## config.mk

```make
export PLATFORM = sky130hd
export DESIGN_NAME = text_to_integer_parser
export DESIGN_NICKNAME = d
export VERILOG_FILES = /design/src/ttoi_pkg.sv /design/src/text_to_integer_parser.sv /design/src/ttoi_accum.sv
export SDC_FILE = /design/constraint.sdc
export NUM_CORES = 2
export LEC_CHECK = 0
export ABC_AREA = 1
export BUFFER_PORTS_ARGS = -buffer_cell sky130_fd_sc_hd__buf_2
export CAP_MARGIN = 20
export CORE_MARGIN = 5
export CORE_UTILIZATION = 47
export CTS_BUF_LIST = sky130_fd_sc_hd__clkbuf_8
export DETAILED_ROUTE_END_ITERATION = 16
export GPL_TIMING_DRIVEN = 1
export MAX_ROUTING_LAYER = met4
export PLACE_DENSITY = 0.66
export SLEW_MARGIN = 10
export SYNTH_ARGS = -nofsm -noshare
export SYNTH_HDL_FRONTEND = slang
export SYNTH_SLANG_ARGS = --single-unit
```

## constraint.sdc

```tcl
create_clock -name clk -period 10.7 [get_ports clk]
set_input_delay 0.535 -clock clk [delete_from_list [all_inputs] [get_ports clk]]
set_output_delay 0.535 -clock clk [all_outputs]
set_load 0.01 [all_outputs]
```

## src/ttoi_pkg.sv

```systemverilog
// Shared types, character codes and decode helpers for the text-to-integer parser.
// No dependencies; imported by ttoi_accum and text_to_integer_parser.
`timescale 1ns / 1ps

package ttoi_pkg;

  // Character codes
  localparam logic [7:0] CH_NUL   = 8'h00;
  localparam logic [7:0] CH_SPACE = 8'h20;
  localparam logic [7:0] CH_TAB   = 8'h09;
  localparam logic [7:0] CH_CR    = 8'h0D;
  localparam logic [7:0] CH_MINUS = 8'h2D;
  localparam logic [7:0] CH_PLUS  = 8'h2B;
  localparam logic [7:0] CH_ZERO  = 8'h30;
  localparam logic [7:0] CH_NINE  = 8'h39;
  localparam logic [7:0] CH_LO_A  = 8'h61;
  localparam logic [7:0] CH_LO_Z  = 8'h7A;
  localparam logic [7:0] CH_UP_A  = 8'h41;
  localparam logic [7:0] CH_UP_Z  = 8'h5A;
  localparam logic [7:0] CH_LO_X  = 8'h78;
  localparam logic [7:0] CH_UP_X  = 8'h58;

  // Radix values
  localparam logic [5:0] BASE_AUTO  = 6'd0;
  localparam logic [5:0] BASE_UNARY = 6'd1;
  localparam logic [5:0] BASE_MIN   = 6'd2;
  localparam logic [5:0] BASE_OCT   = 6'd8;
  localparam logic [5:0] BASE_DEC   = 6'd10;
  localparam logic [5:0] BASE_HEX   = 6'd16;
  localparam logic [5:0] BASE_MAX   = 6'd36;

  localparam logic [6:0] DIGIT_NONE = 7'd99;
  localparam logic [6:0] DIGIT_HEX_LIMIT = 7'd16;

  localparam logic [15:0] MAX_STRING_LEN = 16'hFFFF;

  // Register map (word index)
  localparam logic [1:0] REG_BASE   = 2'd0;
  localparam logic [1:0] REG_SIGNED = 2'd1;
  localparam logic [1:0] REG_WIDE   = 2'd2;

  localparam logic [63:0] MAX_S64 = 64'h7FFF_FFFF_FFFF_FFFF;
  localparam logic [63:0] MAX_U64 = 64'hFFFF_FFFF_FFFF_FFFF;
  localparam logic [63:0] MAX_S32 = 64'h0000_0000_7FFF_FFFF;
  localparam logic [63:0] MAX_U32 = 64'h0000_0000_FFFF_FFFF;
  localparam logic [63:0] MIN_S64 = 64'h8000_0000_0000_0000;
  localparam logic [63:0] MIN_S32 = 64'hFFFF_FFFF_8000_0000;

  typedef enum logic [5:0] {
    PH_SPACE  = 6'b000001,
    PH_START  = 6'b000010,
    PH_ZERO   = 6'b000100,
    PH_PREFIX = 6'b001000,
    PH_DIGITS = 6'b010000,
    PH_DRAIN  = 6'b100000
  } phase_t;

  // Request to / response from the digit accumulate unit
  typedef struct packed {
    logic [63:0] acc;
    logic [5:0]  base;
    logic [5:0]  digit;
    logic [63:0] limit;
    logic        overflowed;
  } acc_req_t;

  typedef struct packed {
    logic [63:0] acc;
    logic        overflowed;
  } acc_rsp_t;

  function automatic logic is_space(input logic [7:0] c);
    return (c == CH_SPACE) || (c inside {[CH_TAB:CH_CR]});
  endfunction

  function automatic logic [6:0] digit_of(input logic [7:0] c);
    logic [6:0] d;
    d = DIGIT_NONE;
    if (c inside {[CH_ZERO:CH_NINE]}) d = 7'(c - CH_ZERO);
    else if (c inside {[CH_LO_A:CH_LO_Z]}) d = 7'(c - CH_LO_A) + 7'd10;
    else if (c inside {[CH_UP_A:CH_UP_Z]}) d = 7'(c - CH_UP_A) + 7'd10;
    return d;
  endfunction

  function automatic logic [63:0] type_max(input logic sgn, input logic wide);
    logic [63:0] m;
    if (wide) m = sgn ? MAX_S64 : MAX_U64;
    else      m = sgn ? MAX_S32 : MAX_U32;
    return m;
  endfunction

endpackage

```

## src/text_to_integer_parser.sv

```systemverilog
// Streaming string-to-integer parser, top level.
// Depends on ttoi_pkg and ttoi_accum.
`timescale 1ns / 1ps
// Usage
//   Input channel (in_valid / in_stall, payload ch, last): one character per
//   item; last marks the final character of a string. A 0 byte ends the
//   number. Leading whitespace, an optional sign and an 0x / 0 prefix are
//   handled; digits accumulate in the configured base with saturation.
//   Output channel (out_valid / out_stall, payload value, out_of_range,
//   end_offset, converted): exactly one item per string, issued at the
//   character that ends the number. Remaining characters of that string are
//   swallowed up to and including the one marked last.
//   Config (APB, pready always high): 0x0 number_base, 0x4 is_signed,
//   0x8 wide_result. Write only while no string is in flight.
// Timing
//   One character per cycle sustained while no result waits under out_stall.
//   An ending character accepted into the input register is parsed there, and
//   the 64x6 multiply, add and limit compare land in the result register.
// Reset / stall
//   rst (synchronous) clears the parse state to "skipping whitespace", empties
//   both registers and sets base 0, signed, 64-bit. While a result waits under
//   out_stall, in_stall is high whenever the input register holds a character.

module text_to_integer_parser
  import ttoi_pkg::*;
(
  input  logic        clk,
  input  logic        rst,
  // character stream
  input  logic        in_valid,
  output logic        in_stall,
  input  logic [7:0]  ch,
  input  logic        last,
  // result stream
  output logic        out_valid,
  input  logic        out_stall,
  output logic [63:0] value,
  output logic        out_of_range,
  output logic [15:0] end_offset,
  output logic        converted,
  // configuration
  input  logic        psel,
  input  logic        penable,
  input  logic        pwrite,
  input  logic [3:0]  paddr,
  input  logic [31:0] pwdata,
  output logic [31:0] prdata,
  output logic        pready
);

  // ---------------------------------------------------------------- config
  logic [5:0] number_base;
  logic       is_signed;
  logic       wide_result;
  logic [1:0] reg_idx;

  assign pready  = 1'b1;
  assign reg_idx = paddr[3:2];

  always_ff @(posedge clk) begin
    if (rst) begin
      number_base <= BASE_AUTO;
      is_signed   <= 1'b1;
      wide_result <= 1'b1;
    end else if (psel && penable && pwrite && pready) begin
      case (reg_idx)
        REG_BASE:   number_base <= pwdata[5:0];
        REG_SIGNED: is_signed   <= pwdata[0];
        REG_WIDE:   wide_result <= pwdata[0];
        default: ;
      endcase
    end
  end

  always_comb begin
    case (reg_idx)
      REG_BASE:   prdata = {26'd0, number_base};
      REG_SIGNED: prdata = {31'd0, is_signed};
      REG_WIDE:   prdata = {31'd0, wide_result};
      default:    prdata = 32'd0;
    endcase
  end

  // ---------------------------------------------------------- input register
  logic       s_valid;
  logic [7:0] s_ch;
  logic       s_last;
  logic       adv;     // result register can take a new item this cycle
  logic       fire;    // held character is processed this cycle

  assign adv      = !out_valid || !out_stall;
  assign in_stall = s_valid && !adv;
  assign fire     = s_valid && adv;

  always_ff @(posedge clk) begin
    if (rst) begin
      s_valid <= 1'b0;
    end else if (!in_stall) begin
      s_valid <= in_valid;
    end
  end

  always_ff @(posedge clk) begin
    if (in_valid && !in_stall) begin
      s_ch   <= ch;
      s_last <= last;
    end
  end

  // ------------------------------------------------------------ parse state
  phase_t      phase;
  logic        negative;
  logic [5:0]  active_base;
  logic [63:0] accumulator;
  logic        overflowed;
  logic [15:0] position;
  logic [15:0] good_end;
  logic        digit_seen;

  // ------------------------------------------------------------ char decode
  logic [6:0] d;
  logic       done;
  logic       do_acc;
  logic [5:0] acc_digit;
  logic [5:0] base_next;
  logic       negative_next;
  phase_t     phase_next;
  logic       start_path;
  logic       take_path;

  assign d = digit_of(s_ch);

  always_comb begin
    done          = 1'b0;
    do_acc        = 1'b0;
    acc_digit     = 6'd0;
    base_next     = active_base;
    negative_next = negative;
    phase_next    = phase;
    start_path    = 1'b0;
    take_path     = 1'b0;

    if (s_ch == CH_NUL) begin
      done = 1'b1;
    end else begin
      case (phase)
        PH_SPACE: begin
          if (!is_space(s_ch)) begin
            base_next = number_base;
            if (base_next == BASE_UNARY || base_next > BASE_MAX) begin
              done = 1'b1;
            end else if (s_ch == CH_MINUS) begin
              negative_next = 1'b1;
              phase_next    = PH_START;
            end else if (s_ch == CH_PLUS) begin
              phase_next = PH_START;
            end else begin
              start_path = 1'b1;
            end
          end
        end
        PH_START: start_path = 1'b1;
        PH_ZERO: begin
          if (s_ch == CH_LO_X || s_ch == CH_UP_X) begin
            phase_next = PH_PREFIX;
          end else begin
            if (active_base == BASE_AUTO) base_next = BASE_OCT;
            take_path = 1'b1;
          end
        end
        PH_PREFIX: begin
          // "0x" not followed by a hex digit: only the zero counts
          if (d >= DIGIT_HEX_LIMIT) begin
            done = 1'b1;
          end else begin
            base_next = BASE_HEX;
            take_path = 1'b1;
          end
        end
        PH_DIGITS: take_path = 1'b1;
        default:   done = 1'b1;
      endcase
    end

    // first character of the number proper
    if (start_path) begin
      if (s_ch == CH_ZERO && (base_next == BASE_AUTO || base_next == BASE_HEX)) begin
        do_acc     = 1'b1;
        phase_next = PH_ZERO;
      end else begin
        if (base_next == BASE_AUTO) base_next = BASE_DEC;
        take_path = 1'b1;
      end
    end

    if (take_path) begin
      if (d >= {1'b0, base_next}) begin
        done = 1'b1;
      end else begin
        do_acc     = 1'b1;
        acc_digit  = d[5:0];
        phase_next = PH_DIGITS;
      end
    end
  end

  // ------------------------------------------------------------- accumulate
  acc_req_t acc_req;
  acc_rsp_t acc_rsp;

  // signed negative magnitude may reach max + 1 so that the minimum fits
  assign acc_req.acc        = accumulator;
  assign acc_req.base       = base_next;
  assign acc_req.digit      = acc_digit;
  assign acc_req.limit      = type_max(is_signed, wide_result)
                              + 64'(is_signed && negative_next);
  assign acc_req.overflowed = overflowed;

  ttoi_accum u_accum (
    .req (acc_req),
    .rsp (acc_rsp)
  );

  // ------------------------------------------------------------ next values
  logic [16:0] pos_p1;
  logic [15:0] good_end_upd;
  logic [15:0] position_upd;
  logic [63:0] acc_upd;
  logic        ovf_upd;
  logic [15:0] good_end_next;
  logic        seen_upd;
  logic        end_now;
  logic        emit_now;
  logic        drain;

  assign drain        = (phase == PH_DRAIN);
  assign pos_p1       = {1'b0, position} + 17'd1;
  assign good_end_upd = (pos_p1 > {1'b0, MAX_STRING_LEN}) ? MAX_STRING_LEN : pos_p1[15:0];
  assign position_upd = (position < MAX_STRING_LEN) ? pos_p1[15:0] : position;
  assign acc_upd      = do_acc ? acc_rsp.acc : accumulator;
  assign ovf_upd      = do_acc ? acc_rsp.overflowed : overflowed;
  assign good_end_next = do_acc ? good_end_upd : good_end;
  assign seen_upd     = do_acc || digit_seen;
  assign end_now      = done || s_last;
  assign emit_now     = fire && !drain && end_now;

  always_ff @(posedge clk) begin
    if (rst) begin
      phase       <= PH_SPACE;
      negative    <= 1'b0;
      active_base <= BASE_AUTO;
      accumulator <= 64'd0;
      overflowed  <= 1'b0;
      position    <= 16'd0;
      good_end    <= 16'd0;
      digit_seen  <= 1'b0;
    end else if (fire) begin
      if (s_last) begin
        // string over: start fresh for the next one
        phase       <= PH_SPACE;
        negative    <= 1'b0;
        active_base <= BASE_AUTO;
        accumulator <= 64'd0;
        overflowed  <= 1'b0;
        position    <= 16'd0;
        good_end    <= 16'd0;
        digit_seen  <= 1'b0;
      end else if (!drain) begin
        phase       <= done ? PH_DRAIN : phase_next;
        negative    <= negative_next;
        active_base <= base_next;
        accumulator <= acc_upd;
        overflowed  <= ovf_upd;
        position    <= position_upd;
        good_end    <= good_end_next;
        digit_seen  <= seen_upd;
      end
    end
  end

  // --------------------------------------------------------- result register
  // Holds raw parse results; final value formatting is done on the way out.
  logic [63:0] r_acc;
  logic        r_ovf;
  logic        r_neg;
  logic        r_seen;
  logic [15:0] r_end;
  logic        r_signed;
  logic        r_wide;

  always_ff @(posedge clk) begin
    if (rst) begin
      out_valid <= 1'b0;
    end else if (adv) begin
      out_valid <= emit_now;
    end
  end

  always_ff @(posedge clk) begin
    if (adv && emit_now) begin
      r_acc    <= acc_upd;
      r_ovf    <= ovf_upd;
      r_neg    <= negative_next;
      r_seen   <= seen_upd;
      r_end    <= good_end_next;
      r_signed <= is_signed;
      r_wide   <= wide_result;
    end
  end

  always_comb begin
    value        = 64'd0;
    out_of_range = 1'b0;
    end_offset   = 16'd0;
    converted    = r_seen;
    if (r_seen) begin
      end_offset = r_end;
      if (r_ovf) begin
        out_of_range = 1'b1;
        if (r_signed && r_neg) value = r_wide ? MIN_S64 : MIN_S32;
        else                   value = type_max(r_signed, r_wide);
      end else begin
        value = r_neg ? (64'd0 - r_acc) : r_acc;
        if (!r_signed && !r_wide) value = value & MAX_U32;
      end
    end
  end

endmodule

```

## src/ttoi_accum.sv

```systemverilog
// Digit accumulate unit: acc * base + digit with saturation at a limit.
// Depends on ttoi_pkg (acc_req_t, acc_rsp_t, BASE_MIN).
`timescale 1ns / 1ps

module ttoi_accum
  import ttoi_pkg::*;
(
  input  acc_req_t req,
  output acc_rsp_t rsp
);

  logic [5:0]  b;
  logic [69:0] prod;
  logic [70:0] sum;

  // base below 2 only occurs for a leading zero digit; scale by 2 then
  assign b    = (req.base < BASE_MIN) ? BASE_MIN : req.base;
  assign prod = 70'(req.acc) * 70'(b);
  assign sum  = 71'(prod) + 71'(req.digit);

  // acc > (limit - d) / b  is exactly  acc * b + d > limit
  always_comb begin
    if (req.overflowed) begin
      rsp.acc        = req.acc;
      rsp.overflowed = 1'b1;
    end else if (sum > 71'(req.limit)) begin
      rsp.acc        = req.limit;
      rsp.overflowed = 1'b1;
    end else begin
      rsp.acc        = sum[63:0];
      rsp.overflowed = 1'b0;
    end
  end

endmodule
```

==> flow_summary.ini <==
[setup_path]
worst-path-stages = 55
critPathCaptureType = flop
r2r_cells = 55
crit_family = simple AND/OR/NAND/NOR gates
crit_path_start_kind = flop
slowest_delay_ps = 540
worst-setup-path-type = flop to flop
cp_max_fo = 29
cp_common_cell = nand2_1
cp_num_buf_inv = 7
cp.required_ps = 11010
arrival_ps = 10380
slowest_stage = fa_1

[layout]
final_area_mm2 = 0.03210
drive_gt1_share_pct = 7.004
nets = 5034
area_delta_synth_final_pct = 7.550
fin_cells = 5373

[sta]
finalMaxSlewViolations = 0
max_freq_mhz = 99.29
fin_tns_setup_ps = 0
timing.final.ws_setup_ps = 629.0
setup_viol = 0
finalHoldViolCount = 0
layout_min_cycle_time_ps = 10070
fin_hold_ws_ps = 145.5
worstMarginPinSlew_ps = 1057
timing.final.crit_share_pct = 94.12
slew_headroom_pct = 29.56
fin_skew_ps = 49.66

[global_route]
grt_usage_pct = 27.52
grt_max_degree = 82
grt_first_pass_wirelength_um = 147400
antenna_found_initial = 2
grt_overflow_total = 0
grt_pass1_vias = 26990

[die]
row_count = 92
dieArea_mm2 = 0.06864
die_w_um = 262
start_util_pct = 47.40
dieHeight_um = 262
core_mm2 = 0.06297
boundaryPins = 169

[outcome]
status = completed

[clocking]
htreeDepth = 2
clk_pin_slew_ps = 70
cts.sinks = 215
cts_buffers = 36
clockBufferDepth = 3
cts-hold-fix-buffers = 0
cts-root-buf = clkbuf_8
cts_tree = yes
clock_latency_ps = 570

[placed_design]
dp_cells = 5299
io_buffers = 113
place_worst_setup_slack_ps = 251.2
post_dp_cell_area_mm2 = 0.03113
gp_congestion = 0.9705
dp_hpwl_um = 73450

[drt]
vias = 28760
ant_nets = 0
via_per_inst = 5.353
drt_first_pass_iters = 5
drc_errors = 0
wirelength_um = 93030
drt_iter0_markers = 2783
wire_per_inst_um = 17.32

[yosys]
synthDistinctLibCells = 57
syn_avg_cell_area_um2 = 6.704
synth_area_mm2 = 0.02985
synth-async-reset-ratio_pct = 0
ys_warn_count = 0
seq_area_frac_synth_pct = 17.57
ys_seq_elements = 215
synth_edf_count = 94
synth_cells = 4452
ys.flop_type = dfxtp_1

[job]
drv_cap = 0

[worst_hold_path]
holdCritPathClass = primary input to flop
holdPathStages = 1

[power]
vdd_drop_max_uv = 59.04
power_density_mw_per_mm2 = 87.18
p_leak_nw = 16.85
[cell type report]
cell class	instances	area (um2)
Fill cell	6416	30860
Antenna cell	1	2.502
Multi-Input combinational cell	3434	21570
Timing Repair Buffer	165	1080
Clock buffer	40	550.5
Tap cell	846	1059
Inverter	646	2435
Sequential cell	215	5246
Clock inverter	26	160.2
[power by group]
part	total [mW]	switching, mW	internal (mW)
sequential	0.992	0.0513	0.941
clock	0.737	0.363	0.375
combinational	1.07	0.723	0.346
[metal layers]
metal  track usage [%]  share of wire (%)  wire length [um]
met1             40.10                 46             43240
met2             39.42                 41             38520
met3             5.640                9.6              8935
met4             6.651                2.5              2344
met5                 -                  0                 0
[cells by family after synthesis]
logic type,Yosys count,share of synthesized area [%]
AOI/OAI and AO/OA,587,10.63
xor gates and xnor gates,75,2.201
adders and majority gates,484,26.63
buffers and inverters,828,11.00
DFF,215,17.57
other,2,0.02516
and+or+nand+nor,2261,31.94
[final timing paths]
| path | startpoint | end | slack, ps |
|---|---|---|---|
| setup / recovery | s_ch[1] | r_acc[58] | 630 |
| hold / removal | ch[7] | s_ch[7] | 150 |
| setup reg to reg | s_ch[1] | r_acc[58] | 630 |
| hold reg to reg | good_end[0] | good_end[0] | 470 |
[synth_stat cells, drive strengths merged, types with 2 or more instances]
master	count	area share (%)
o21a	13	0.33
xnor2	28	0.82
a21o	10	0.25
nand2	1245	16
or3	5	0.10
a31oi	19	0.40
inv	645	8.1
dfxtp	121	8.1
a21boi	5	0.13
conb	2	0.025
o41ai	2	0.059
and2	63	1.3
edfxtp	94	9.5
o211ai	8	0.20
nor4	27	0.62
o21bai	21	0.53
o2111ai	2	0.059
clkbuf	95	1.2
nand4	36	0.78
a21oi	378	6.4
nand3	230	3.9
buf	87	1.7
xor2	47	1.4
o311ai	2	0.059
o21ai	114	1.9
fa	252	17
nor3	46	0.79
ha	232	9.7
nand3b	46	1.2
o31ai	4	0.10
and3	4	0.084
or2	14	0.29
a221oi	3	0.088
nor2	544	7.0
[worst register-to-register path, delay by kind of cell, from the launching register on]
kind	cells	cell delay (ps)
AO/OA/AOI/OAI	4	960
adder cells (fa/ha/maj)	7	2790
buffers and inverters	7	960
flip-flops	1	450
AND/OR/NAND/NOR	37	4650
[stage by stage]
step | power (mW) | utilization, %
5_1_grt | 2.979 | 50.98
3_3_place_gp | 2.032 | 49.45
2_1_floorplan | 1.713 | -
6_report | 2.798 | 50.98
4_1_cts | 2.783 | 50.58
3_5_place_dp | 2.040 | 49.45
[sequential cells by signal, summed over array words and instances, names as in the netlist]
| name | count |
|---|---|
| accumulator | 64 |
| active_base | 6 |
| converted | 1 |
| digit_seen | 1 |
| good_end | 16 |
| is_signed | 1 |
| negative | 1 |
| number_base | 6 |
| out_valid | 1 |
| overflowed | 1 |
| phase | 6 |
| position | 16 |
| r_acc | 64 |
| r_end | 16 |
| r_neg | 1 |
| r_ovf | 1 |
| r_signed | 1 |
| r_wide | 1 |
| s_ch | 8 |
| s_last | 1 |
| s_valid | 1 |
| wide_result | 1 |
[placed cells by master, fill, tap and decap left out, types with 40 or more instances in the layout]
cell type	n
nand3b_1	46
buf_4	43
nor3_1	44
ha_1	229
xor2_1	43
and2_1	63
nor2_1	532
dfxtp_1	120
fa_1	252
edfxtp_1	94
clkbuf_8	40
a21oi_1	373
buf_2	112
nand3_1	223
inv_1	634
nand2_1	1226
o21ai_0	105
[timing repair]
item,in CTS,in global routing
endpoints found under the hold margin,0,0
buffers inserted,0,6
gates resized for setup,0,53
endpoints found under the setup margin,0,130
No activity file was read; power rests on OpenSTA's default activity.
